<file path="config.mk">
export PLATFORM = sky130hd
export DESIGN_NAME = dtw_front_flat
export DESIGN_NICKNAME = d
export VERILOG_FILES = /design/src/rtl/dtw_banded_distance_defines.svh /design/src/rtl/dtw_pkg.sv /design/src/rtl/dtw_stream_if.sv /design/src/rtl/dtw_front.sv /design/src/flat_wrapper.sv
export SDC_FILE = /design/constraint.sdc
export NUM_CORES = 1
export LEC_CHECK = 0
export ABC_AREA = 0
export BUFFER_PORTS_ARGS = -buffer_cell sky130_fd_sc_hd__buf_2
export CORE_MARGIN = 1
export CORE_UTILIZATION = 51
export DETAILED_ROUTE_END_ITERATION = 10
export PLACE_DENSITY = 0.77
export SYNTH_ARGS = -nofsm -noshare
export SYNTH_HDL_FRONTEND = slang
export SYNTH_SLANG_ARGS = --single-unit
</file>
<file path="constraint.sdc">
create_clock -name i_clk -period 2 [get_ports i_clk]
set_input_delay 0.4 -clock i_clk [delete_from_list [all_inputs] [get_ports i_clk]]
set_output_delay 0.4 -clock i_clk [all_outputs]
set_load 0.005 [all_outputs]
</file>
<file path="src/rtl/dtw_banded_distance_defines.svh">
// Assertion macros shared by the RTL of dtw_banded_distance.
// Depends on the asserting module having i_clk and i_rst_n in scope.
`ifndef DTW_BANDED_DISTANCE_DEFINES_SVH
`define DTW_BANDED_DISTANCE_DEFINES_SVH

// Property checked on every clock edge outside reset.
`define DTW_ASSERT(lbl, prop, msg) \
    lbl: assert property (@(posedge i_clk) disable iff (!i_rst_n) (prop)) \
        else $error(msg);

// Condition in one cycle implies a consequence in the next.
`define DTW_ASSERT_NEXT(lbl, pre, post, msg) \
    lbl: assert property (@(posedge i_clk) disable iff (!i_rst_n) (pre) |=> (post)) \
        else $error(msg);

`endif

</file>
<file path="src/rtl/dtw_pkg.sv">
// Package for dtw_banded_distance: sizes, codes, shared types and helpers.
// No dependencies.
package dtw_pkg;

    localparam int MAX_LEN     = 1024;
    localparam int SAMPLE_BITS = 16;
    localparam int ACC_BITS    = 48;

    localparam int CFG_W     = 11;
    localparam int CFG_IDX_W = 1;
    localparam int DIST_W    = 24;

    localparam int LEN_W  = $clog2(MAX_LEN + 1);
    localparam int ADDR_W = $clog2(MAX_LEN);
    localparam int BAND_W = (CFG_W > LEN_W) ? CFG_W : LEN_W;
    localparam int HI_W   = BAND_W + 1;
    localparam int COST_W = 2 * (SAMPLE_BITS + 1);
    localparam int SUM_W  = ((ACC_BITS > COST_W) ? ACC_BITS : COST_W) + 1;
    localparam int RT_W   = (ACC_BITS + 1) / 2;
    localparam int RCNT_W = $clog2(RT_W + 1);

    localparam int QUEUE_DEPTH = 2;
    localparam int QPTR_W      = $clog2(QUEUE_DEPTH);
    localparam int QCNT_W      = $clog2(QUEUE_DEPTH + 1);

    localparam logic [ACC_BITS-1:0] INF      = {ACC_BITS{1'b1}};
    localparam logic [DIST_W-1:0]   DIST_MAX = {DIST_W{1'b1}};

    localparam logic FUNC_QUERY = 1'b0;
    localparam logic FUNC_CAND  = 1'b1;

    localparam logic [CFG_IDX_W-1:0] CFG_QUERY_COUNT = 1'b0;
    localparam logic [CFG_IDX_W-1:0] CFG_BAND_WIDTH  = 1'b1;

    typedef struct packed {
        logic                          is_cand;
        logic signed [SAMPLE_BITS-1:0] sample;
        logic [LEN_W-1:0]              clen;
    } t_item;

    typedef struct packed {
        logic                 we;
        logic [CFG_IDX_W-1:0] idx;
        logic [CFG_W-1:0]     data;
    } t_cfg_wr;

    function automatic logic [LEN_W-1:0] clamp_len(input logic [CFG_W-1:0] n);
        logic [BAND_W-1:0] nw;
        nw = BAND_W'(n);
        if (nw > BAND_W'(MAX_LEN)) begin
            return LEN_W'(MAX_LEN);
        end
        return LEN_W'(nw);
    endfunction

endpackage

</file>
<file path="src/rtl/dtw_stream_if.sv">
// Valid/ready channel interfaces for the input and result streams.
// Depends on dtw_pkg.
interface dtw_in_if;
    import dtw_pkg::*;
    logic                          valid;
    logic                          ready;
    logic                          func;
    logic signed [SAMPLE_BITS-1:0] sample;
    logic [CFG_W-1:0]              cand_len;
    modport source(output valid, func, sample, cand_len, input ready);
    modport sink(input valid, func, sample, cand_len, output ready);
endinterface


</file>
<file path="src/rtl/dtw_front.sv">
// Front end: accepts requests, classifies them and queues them for the back end.
// Depends on dtw_pkg and dtw_stream_if.
module dtw_front (
    input  logic           i_clk,
    input  logic           i_rst_n,
    dtw_in_if.sink         i_in,
    output dtw_pkg::t_item o_item,
    output logic           o_item_valid,
    input  logic           i_item_pop
);
    import dtw_pkg::*;

    t_item               r_buf [QUEUE_DEPTH];
    logic [QPTR_W-1:0]   r_wp;
    logic [QPTR_W-1:0]   r_rp;
    logic [QCNT_W-1:0]   r_cnt;
    logic                push;
    logic                pop;
    t_item               n_item;

    assign i_in.ready   = (r_cnt != QCNT_W'(QUEUE_DEPTH));
    assign o_item_valid = (r_cnt != '0);
    assign o_item       = r_buf[r_rp];
    assign push         = i_in.valid && i_in.ready;
    assign pop          = i_item_pop && o_item_valid;

    always_comb begin
        n_item.is_cand = (i_in.func == FUNC_CAND);
        n_item.sample  = i_in.sample;
        n_item.clen    = clamp_len(i_in.cand_len);
    end

    always_ff @(posedge i_clk) begin
        if (push) begin
            r_buf[r_wp] <= n_item;
        end
        if (!i_rst_n) begin
            r_wp  <= '0;
            r_rp  <= '0;
            r_cnt <= '0;
        end else begin
            if (push) begin
                r_wp <= r_wp + QPTR_W'(1);
            end
            if (pop) begin
                r_rp <= r_rp + QPTR_W'(1);
            end
            case ({push, pop})
                2'b10:   r_cnt <= r_cnt + QCNT_W'(1);
                2'b01:   r_cnt <= r_cnt - QCNT_W'(1);
                default: r_cnt <= r_cnt;
            endcase
        end
    end
endmodule

</file>
<file path="src/flat_wrapper.sv">
// flat-port wrapper written by rule: the top's interface ports become plain ports
module dtw_front_flat import dtw_pkg::*;
  (i_clk, i_rst_n, o_item, o_item_valid, i_item_pop, i_in_valid, i_in_func, i_in_sample, i_in_cand_len, i_in_ready);
  dtw_in_if i_in_i ();
  input  logic i_clk;
  input  logic i_rst_n;
  output dtw_pkg::t_item o_item;
  output logic o_item_valid;
  input  logic i_item_pop;
  input wire logic [$bits(i_in_i.valid)-1:0] i_in_valid;
  input wire logic [$bits(i_in_i.func)-1:0] i_in_func;
  input wire logic [$bits(i_in_i.sample)-1:0] i_in_sample;
  input wire logic [$bits(i_in_i.cand_len)-1:0] i_in_cand_len;
  output wire logic [$bits(i_in_i.ready)-1:0] i_in_ready;
  assign i_in_i.valid = i_in_valid;
  assign i_in_i.func = i_in_func;
  assign i_in_i.sample = i_in_sample;
  assign i_in_i.cand_len = i_in_cand_len;
  assign i_in_ready = i_in_i.ready;
  dtw_front u_core (.i_clk(i_clk), .i_rst_n(i_rst_n), .i_in(i_in_i), .o_item(o_item), .o_item_valid(o_item_valid), .i_item_pop(i_item_pop));
endmodule
</file>
==> flow_summary.toml, run 1 <==
[drt]
via_per_inst = 4.984
dr_total_vias = 1241
drc = 0
postRouteAntennaNets = 0
routedWlPerCell_um = 15.08
wl_um = 3754
drt_iter0_drc = 98
firstDrtPassIters = 6

[timing]
finalClockSkew_ns = 0.006449
final_min_period_over_clock_period = 0.8848
final-hold-violation-count = 0
timing.final.ws_setup_ns = 0.2304
maxSlewViolCount = 0
fmax_mhz = 565.1
hold_ws_ns = 0.2602
maxSlewHeadroom = 0.7418
layout_min_cycle_time_ns = 1.770
rsz0062_at_grt = "false"
max_slew.worst_pin.slew_ns = 0.3874
setup_failing_eps_final = 0
fin_tns_setup_ns = 0

[placement]
place_hpwl_um = 2418
detailed_place.area_sq_mm = 0.002700
gp_routability_congestion = 0.6885
detailedPlace.worstSlack_ns = 0.4218
io_buffers = 61
dpl.cell_count = 234

[global_route]
grt_util_overall = 0.1729
grt_max_degree = 29
overflow = 0
first_global_vias = 1325
antenna_found_initial = 0
grt_first_pass_wirelength_um = 6189

[setup_path]
worst_r2r_path_depth = 5
setup.worst_path.end_class = "output pin"
worst-setup-path-type = "flop to output pin"
crit_chain = "buf_12 -> mux2_2 -> buf_2"
crit_fanout = 28
crit_cells = 3
worst_ep_required_time_ns = 1.60
setup.worst_path.start_class = "flop"
critical_path_arrival_ns = 1.37
slowest_stage = "sky130_fd_sc_hd__dfxtp_1"
cpPeakStageDelay_ns = 0.35
timing.critical_path.buf_inv = 2
path_delay_family = "flip-flops"

[synth]
yosys-top-cells-count = "sky130_fd_sc_hd__edfxtp_1 (56), sky130_fd_sc_hd__mux2_2 (28), sky130_fd_sc_hd__nor2b_1 (12)"
postSynthRegisterBits = 61
synth_ff_type = "sky130_fd_sc_hd__edfxtp_1"
synth_most_common_cell = "sky130_fd_sc_hd__edfxtp_1"
syn-instance-count = 123
yosys_warnings = 0
postSynthAreaPerCell_sq_um = 18.88
synthArstFlopShare = 0
synth_enable_flop_cells = 56
yosys.cell_types.count = 22
mappedNetlistArea_sq_mm = 0.002322
ranking_of_synthesized_cells_by_area = "sky130_fd_sc_hd__edfxtp_1 (72%), sky130_fd_sc_hd__mux2_2 (14%), sky130_fd_sc_hd__dfxtp_1 (4.3%), sky130_fd_sc_hd__nor2b_1 (3.2%), sky130_fd_sc_hd__xnor2_1 (1.1%)"
share_of_the_synthesized_area_in_the_top_cell_type = 0.7241
synthesis.nets = 156
synth_top_cell_by_area = "sky130_fd_sc_hd__edfxtp_1"
yosysSeqAreaShare = 0.7672

[final_layout]
postLayoutCellArea_sq_mm = 0.002849
layout-drive-gt1-share = 0.5330
antennaDiodeCount = 0
stdcell_count = 249
finalCoreUtilization = 0.6543
syn2layout_area_growth_pct = 22.68
final_net_count = 226

[run]
drv_cap = 0

[clocking]
cts-htree-levels = 3
clock_insertion_delay_worst_skew_ns = 0.32
postCtsSetupRepairBufs = 0
post_cts_hold_buffer_count = 0
clockBufferDepth = 2
worst_setup_hold_path_clk_slew_ns = 0.06
cts.root.buffer_cell = "sky130_fd_sc_hd__clkbuf_8"
cts_buffers = 9
postCtsResizedCells = 0
cts_tree = "built"
cts_num_sinks = 61

[floorplanning]
die_area_sq_mm = 0.004827
chipWidth_um = 69.48
placeableCoreArea_sq_mm = 0.004354
i_o_pins = 62
initial_utilization = 0.5333
die-height_um = 69.48
num_rows = 24

[hold_path]
worstHoldPathCells = 1
min_delay_path_class = "primary input to flop"

[pwr]
post-layout-total-power_mw = 3.460
ir_worst_vdd_mv = 0.7815
power.leakage_nw = 1.090
power_density_mw_per_mm2 = 1214

[status]
status = "finished clean"
worst paths after layout:
check | slack [ns] | start | end
max | 0.23 | flop | o_item[10]
min | 0.26 | i_in_sample[10] | u_core.r_buf[1][21]
max reg2reg | 0.41 | u_core.r_cnt[0] | u_core.r_cnt[1]
min reg2reg | 0.55 | u_core.r_rp | flop
power by group:
group	internal [mW]	leakage (nW)	switching, mW	total [mW]
sequential	1.62	0.570	0.0704	1.69
combinational	0.501	0.442	0.417	0.919
clock	0.435	0.0776	0.414	0.848
cell families (layout without fill, tap and decap cells):
logic type	Yosys count	after routing	synth area share
xor gates and xnor gates	3	3	0.01132
DFF	61	61	0.7672
AOI/OAI and AO/OA	5	5	0.01617
adders and majority gates	1	1	0.005387
muxes	28	28	0.1358
and+or+nand+nor	19	19	0.05065
buffers and inverters	6	80	0.01347
worst register-to-register path: cells and delay by family (launching register included):
kind | cells | cell delay [ns]
and+or+nand+nor | 3 | 0.65
DFF | 1 | 0.42
adders and majority gates | 1 | 0.31
AOI/OAI and AO/OA | 1 | 0.14
registers in the layout, summed over array words and instances (netlist names), named ones only:
register	flops
u_core.r_buf	56
u_core.r_wp	1
u_core.r_rp	1
u_core.r_cnt	2
area by class of cell:
class | instances | area (sq um)
Fill cell | 311 | 1505
Inverter | 1 | 3.754
Timing Repair Buffer | 64 | 340.3
Multi-Input combinational cell | 56 | 509.2
Clock inverter | 3 | 13.76
Tap cell | 52 | 65.06
Clock buffer | 12 | 135.1
Sequential cell | 61 | 1782
layer usage:
layer | up-vias | global-route usage | part of all wire | routed length (um)
met5 | - | 0 | 0 | 0
met1 | 592 | 0.1962 | 0.41 | 1544
li1 | 605 | - | - | -
met3 | 8 | 0.05233 | 0.052 | 195
met2 | 36 | 0.2859 | 0.51 | 1930
met4 | 0 | 0.1066 | 0.022 | 84
cell usage in the layout, fill, tap and decap left out:
master                     instances
sky130_fd_sc_hd__xnor2_1           3
sky130_fd_sc_hd__and3_1            1
sky130_fd_sc_hd__a21boi_0          1
sky130_fd_sc_hd__a21boi_1          1
sky130_fd_sc_hd__dfxtp_1           5
sky130_fd_sc_hd__clkbuf_8          9
sky130_fd_sc_hd__nor2b_1          12
sky130_fd_sc_hd__ha_1              1
sky130_fd_sc_hd__edfxtp_1         56
sky130_fd_sc_hd__nand2_1           1
sky130_fd_sc_hd__clkbuf_1          3
sky130_fd_sc_hd__buf_2            61
sky130_fd_sc_hd__o21a_1            1
sky130_fd_sc_hd__clkinv_1          1
sky130_fd_sc_hd__clkinv_2          2
sky130_fd_sc_hd__buf_4             2
sky130_fd_sc_hd__buf_12            1
sky130_fd_sc_hd__mux2_2           28
sky130_fd_sc_hd__or3_1             1
sky130_fd_sc_hd__nand3b_1          1
sky130_fd_sc_hd__a21bo_2           1
sky130_fd_sc_hd__or2_2             1
sky130_fd_sc_hd__nand2b_1          1
sky130_fd_sc_hd__and2_1            1
sky130_fd_sc_hd__inv_1             1
sky130_fd_sc_hd__o21ai_0           1
No activity file was read; power rests on OpenSTA's default activity.
==> run 2, diff against run 1 <==
CORE_ASPECT_RATIO = 1.25   (was not set)
==> run 2 against run 1 <==
Net effect:
- clock skew shrank 0.0030 ns
- sequential power is essentially flat
- combinational power is essentially flat
- global-route usage grew 1.0 points
- die area is essentially flat
- clock power shrank 2%
- wire length grew 5.9%
- non-clock buffer count grew 2
- power shrank 0.52%
- via count grew 4.3%
==> flow_summary.toml, run 2 (synthesis results as in run 1) <==
[floorplanning]
i_o_pins = 62
num_rows = 27
die-height_um = 77.45
initial_utilization = 0.5288
die_area_sq_mm = 0.004829
chipWidth_um = 62.36
placeableCoreArea_sq_mm = 0.004392

[global_route]
first_global_vias = 1395
antenna_found_initial = 0
overflow = 0
grt_first_pass_wirelength_um = 6354
grt_util_overall = 0.1834
grt_max_degree = 29

[timing]
rsz0062_at_grt = "false"
fin_tns_setup_ns = 0
finalClockSkew_ns = 0.003481
maxSlewViolCount = 0
fmax_mhz = 559.8
layout_min_cycle_time_ns = 1.786
setup_failing_eps_final = 0
hold_ws_ns = 0.2684
maxSlewHeadroom = 0.7432
max_slew.worst_pin.slew_ns = 0.3852
timing.final.ws_setup_ns = 0.2137
final-hold-violation-count = 0
final_min_period_over_clock_period = 0.8932

[placement]
dpl.cell_count = 242
detailedPlace.worstSlack_ns = 0.3884
detailed_place.area_sq_mm = 0.002710
gp_routability_congestion = 0.7566
place_hpwl_um = 2680
io_buffers = 61

[drt]
wl_um = 3975
routedWlPerCell_um = 15.53
drc = 0
firstDrtPassIters = 4
postRouteAntennaNets = 0
dr_total_vias = 1294
drt_iter0_drc = 35
via_per_inst = 5.055

[setup_path]
cpPeakStageDelay_ns = 0.37
crit_fanout = 17
reg2reg_setup_slack_ns = 0.40
critical_path_arrival_ns = 1.39
rr_endpoint = "u_core.r_buf[0][5]"
worst_r2r_path_depth = 4
path_delay_family = "buffers and inverters"
setup.worst_path.end_class = "output pin"
rr_startpoint = "u_core.r_cnt[0]"
worst_ep_required_time_ns = 1.60
slowest_stage = "sky130_fd_sc_hd__mux2_2"
setup.worst_path.start_class = "flop"
crit_chain = "buf_4 -> mux2_2 -> buf_2"
timing.critical_path.buf_inv = 2
worst-setup-path-type = "flop to output pin"

[clocking]
cts.root.buffer_cell = "sky130_fd_sc_hd__clkbuf_8"
clock_insertion_delay_worst_skew_ns = 0.32
postCtsSetupRepairBufs = 0
worst_setup_hold_path_clk_slew_ns = 0.06
postCtsResizedCells = 0
cts_tree = "built"
cts_buffers = 9
cts_num_sinks = 61
cts-htree-levels = 3
post_cts_hold_buffer_count = 0
clockBufferDepth = 2

[final_layout]
stdcell_count = 256
postLayoutCellArea_sq_mm = 0.002855
filler_cell_count = 343
mostFrequentLayoutCell = "sky130_fd_sc_hd__buf_2"
largest_registers = "u_core.r_buf (56), u_core.r_cnt (2)"
antennaDiodeCount = 0
max_flop_register = "u_core.r_buf"
layout-drive-gt1-share = 0.5404
most-common-layout-cells = "sky130_fd_sc_hd__buf_2 (61), sky130_fd_sc_hd__edfxtp_1 (56), sky130_fd_sc_hd__mux2_2 (28), sky130_fd_sc_hd__nor2b_1 (12), sky130_fd_sc_hd__clkbuf_8 (9)"
finalCoreUtilization = 0.6501
largest_register_ffs = 56
final_net_count = 228
syn2layout_area_growth_pct = 22.95

[pwr]
ir_worst_vdd_mv = 0.6904
post-layout-total-power_mw = 3.442
power_frac_seq = 0.491
power.share.switching = 0.2617
power_density_mw_per_mm2 = 1205
cell_internal_pwr_mw = 2.541
pwr-share-comb = 0.267
power.switching_mw = 0.9006
share_clk_of_total_power = 0.242
power.leakage_nw = 1.096

[hold_path]
hold_path_end = "u_core.r_buf[1][12]"
worst_hold_startpoint = "i_in_sample[1]"
worstHoldPathCells = 1
min_delay_path_class = "primary input to flop"

[run]
drv_cap = 0

[status]
status = "finished clean"
## run 2: changes by cell type in the layout (fill, tap and decap cells not counted), sizes merged
cell	change
clkbuf	-2
clkinv	+1
buf	+2
## run 2: how the worst max path moves through the flow
stage,from,to,slack (ns),cells after the start
floorplan,u_core.r_cnt[0],u_core.r_buf[1][0],0.26,2
global placement,u_core.r_cnt[0],u_core.r_buf[0][0],0.47,4
detailed placement,u_core.r_cnt[0],u_core.r_buf[0][0],0.39,4
CTS,flop,o_item[25],0.18,3
global route,flop,o_item[2],0.13,3
finish,flop,o_item[25],0.21,3
## run 2: area by class of cell
class                           instances  area (sq um)  area share
Inverter                                1         3.754    0.001315
Timing Repair Buffer                   66         342.8      0.1201
Clock buffer                           10         127.6     0.04470
Multi-Input combinational cell         56         509.2      0.1784
Tap cell                               58         72.57     0.02542
Sequential cell                        61          1782      0.6240
Clock inverter                          4         17.52    0.006135
## run 2: power groups by stage
stage / clock network [mW] / logic (mW) / registers, mW
finish: 0.833 / 0.918 / 1.69
global placement: 0 / 0.894 / 1.70
global route: 0.914 / 0.996 / 1.71
CTS: 0.862 / 0.936 / 1.69
floorplan: 0 / 0.583 / 1.69
detailed placement: 0 / 0.931 / 1.72
## run 2: metal layers
metal,share of wire,vias to the layer above,global-route usage
met1,0.38,633,0.1839
met3,0.061,4,0.07206
li1,-,606,-
met5,0,-,0
met4,0.015,0,0.1140
met2,0.55,51,0.3165
==> run 3, diff against run 2 <==
CORE_ASPECT_RATIO = not set   (was 1.25)
SETUP_SLACK_MARGIN = 0.4   (was not set)
==> run 3 against run 2 <==
Net effect:
- non-clock buffer count increased by 2
- worst setup slack improved by 0.035 ns
- sequential power about the same
- largest cell class unchanged
- largest power group unchanged
==> flow_summary.toml, run 3 (synthesis results as in run 1) <==
[setup_path]
worstSetupEndpoint = "o_item[16]"
slowest_stage = "sky130_fd_sc_hd__dfxtp_4"
setup.worst_path.end_class = "output pin"
worst_ep_required_time_ns = 1.60
rr_startpoint = "u_core.r_cnt[1]"
crit_chain = "buf_12 -> mux2_2 -> buf_2"
critical_path_arrival_ns = 1.35
setup.worst_path.start_class = "flop"
rr_endpoint = "u_core.r_cnt[1]"
crit_fanout = 14
cpPeakStageDelay_ns = 0.39
reg2reg_setup_slack_ns = 0.51
worst_r2r_path_depth = 4
worst-setup-path-type = "flop to output pin"
timing.critical_path.buf_inv = 2
crit_cells = 3
path_delay_family = "flip-flops"

[final_layout]
most-common-layout-cells = "sky130_fd_sc_hd__buf_2 (61), sky130_fd_sc_hd__edfxtp_1 (56), sky130_fd_sc_hd__mux2_2 (28), sky130_fd_sc_hd__nor2b_1 (12), sky130_fd_sc_hd__clkbuf_8 (9)"
filler_cell_count = 286
largest_registers = "u_core.r_buf (56), u_core.r_cnt (2)"
antennaDiodeCount = 0
postLayoutCellArea_sq_mm = 0.002934
largest_register_ffs = 56
syn2layout_area_growth_pct = 26.35
layout-drive-gt1-share = 0.5594
max_flop_register = "u_core.r_buf"
mostFrequentLayoutCell = "sky130_fd_sc_hd__buf_2"
final_net_count = 231

[drt]
wl_um = 4098
routedWlPerCell_um = 16.13
via_per_inst = 4.945
detailroute.wirelength.met3_um = 242
top_layer = "met4"
dr_total_vias = 1256
firstDrtPassIters = 4
postRouteAntennaNets = 0
m1WireLength_um = 1585
met2_wirelength_um = 2206
drc = 0
drt_iter0_drc = 70

[placement]
gp_routability_congestion = 0.6489
io_buffers = 61
place_hpwl_um = 2653
detailed_place.area_sq_mm = 0.002710

[timing]
final_min_period_over_clock_period = 0.8757
hold_ws_ns = 0.2574
setup_failing_eps_final = 0
max_slew.worst_pin.slew_ns = 0.2977
layout_min_cycle_time_ns = 1.751
finalClockSkew_ns = 0.007611
rsz0062_at_grt = "true"
fin_tns_setup_ns = 0
maxSlewHeadroom = 0.8015
maxSlewViolCount = 0
fmax_mhz = 571.0
final-hold-violation-count = 0

[floorplanning]
die_area_sq_mm = 0.004827
num_rows = 24
die-height_um = 69.48
i_o_pins = 62
chipWidth_um = 69.48
initial_utilization = 0.5333
placeableCoreArea_sq_mm = 0.004354

[clocking]
cts_buffers = 9
cts-htree-levels = 3
clockBufferDepth = 2
cts.root.buffer_cell = "sky130_fd_sc_hd__clkbuf_8"
clock_insertion_delay_worst_skew_ns = 0.33
cts_num_sinks = 61
post_cts_hold_buffer_count = 0
cts_tree = "built"
worst_setup_hold_path_clk_slew_ns = 0.06

[run]
drv_cap = 0

[global_route]
grt_util_overall = 0.1868
grt_max_degree = 19
overflow = 0
antenna_found_initial = 0
first_global_vias = 1347
grt_first_pass_wirelength_um = 6375

[status]
status = "finished clean"

[pwr]
power_density_mw_per_mm2 = 1221
power.leakage_nw = 1.112
ir_worst_vdd_mv = 0.7708

[hold_path]
min_delay_path_class = "primary input to flop"
run 3: cell types whose count changed in the layout (fill, tap and decap cells not counted), sizes merged:
cell,previous run,this run
buf,66,68
inv,1,0
clkinv,4,5
clkinvlp,0,2
run 3: metal layers:
layer,up-vias,GRT usage
met4,0,0.08390
met2,38,0.3333
met5,-,0
met1,597,0.1876
met3,6,0.07849
li1,615,-
run 3: what timing repair did:
action | 4_1_cts | 5_1_grt
resized for setup | 4 | 2
buffers inserted | 2 | 2
pin swaps | 0 | 1
setup endpoints to repair | 56 | 75
gates cloned | 2 | 0
run 3: where the power goes:
| part | leakage (nW) | switching (mW) | internal [mW] |
|---|---|---|---|
| Sequential | 0.571 | 0.0869 | 1.63 |
| Combinational | 0.468 | 0.443 | 0.585 |
| Clock | 0.0737 | 0.417 | 0.421 |
run 3: worst min path at each step:
stage / startpoint / end / slack (ns) / cells after the start
3_5_place_dp: u_core.r_cnt[1] / u_core.r_cnt[1] / 0.52 / 2
4_1_cts: i_in_sample[15] / u_core.r_buf[0][26] / 0.24 / 1
2_1_floorplan: u_core.r_cnt[1] / u_core.r_cnt[1] / 0.48 / 2
3_3_place_gp: u_core.r_cnt[1] / u_core.r_cnt[1] / 0.49 / 2
5_1_grt: i_in_sample[1] / u_core.r_buf[0][12] / 0.24 / 1
6_report: i_in_sample[11] / u_core.r_buf[1][22] / 0.26 / 1
run 3: cell type report:
type | count | area, sq um | share of cell area
clock buffer | 10 | 127.6 | 0.04350
clock inverter | 5 | 18.77 | 0.006397
inverter | 1 | 7.507 | 0.002559
multi-input combinational | 56 | 518.0 | 0.1765
sequential | 61 | 1787 | 0.6090
tap | 52 | 65.06 | 0.02217
timing repair buffer | 68 | 402.9 | 0.1373
timing repair inverter | 1 | 7.507 | 0.002559
run 3: per-stage QoR:
stage          setup WS [ns]  power (mW)  utilization  std cells
2_1_floorplan         0.5264       2.279            -        123
3_3_place_gp          0.3692       2.606       0.6224        233
3_5_place_dp          0.2576       2.660       0.6224        233
4_1_cts               0.2239       3.584       0.6684        252
5_1_grt               0.2050       3.754       0.6739        254
6_report              0.2486       3.581       0.6739        254
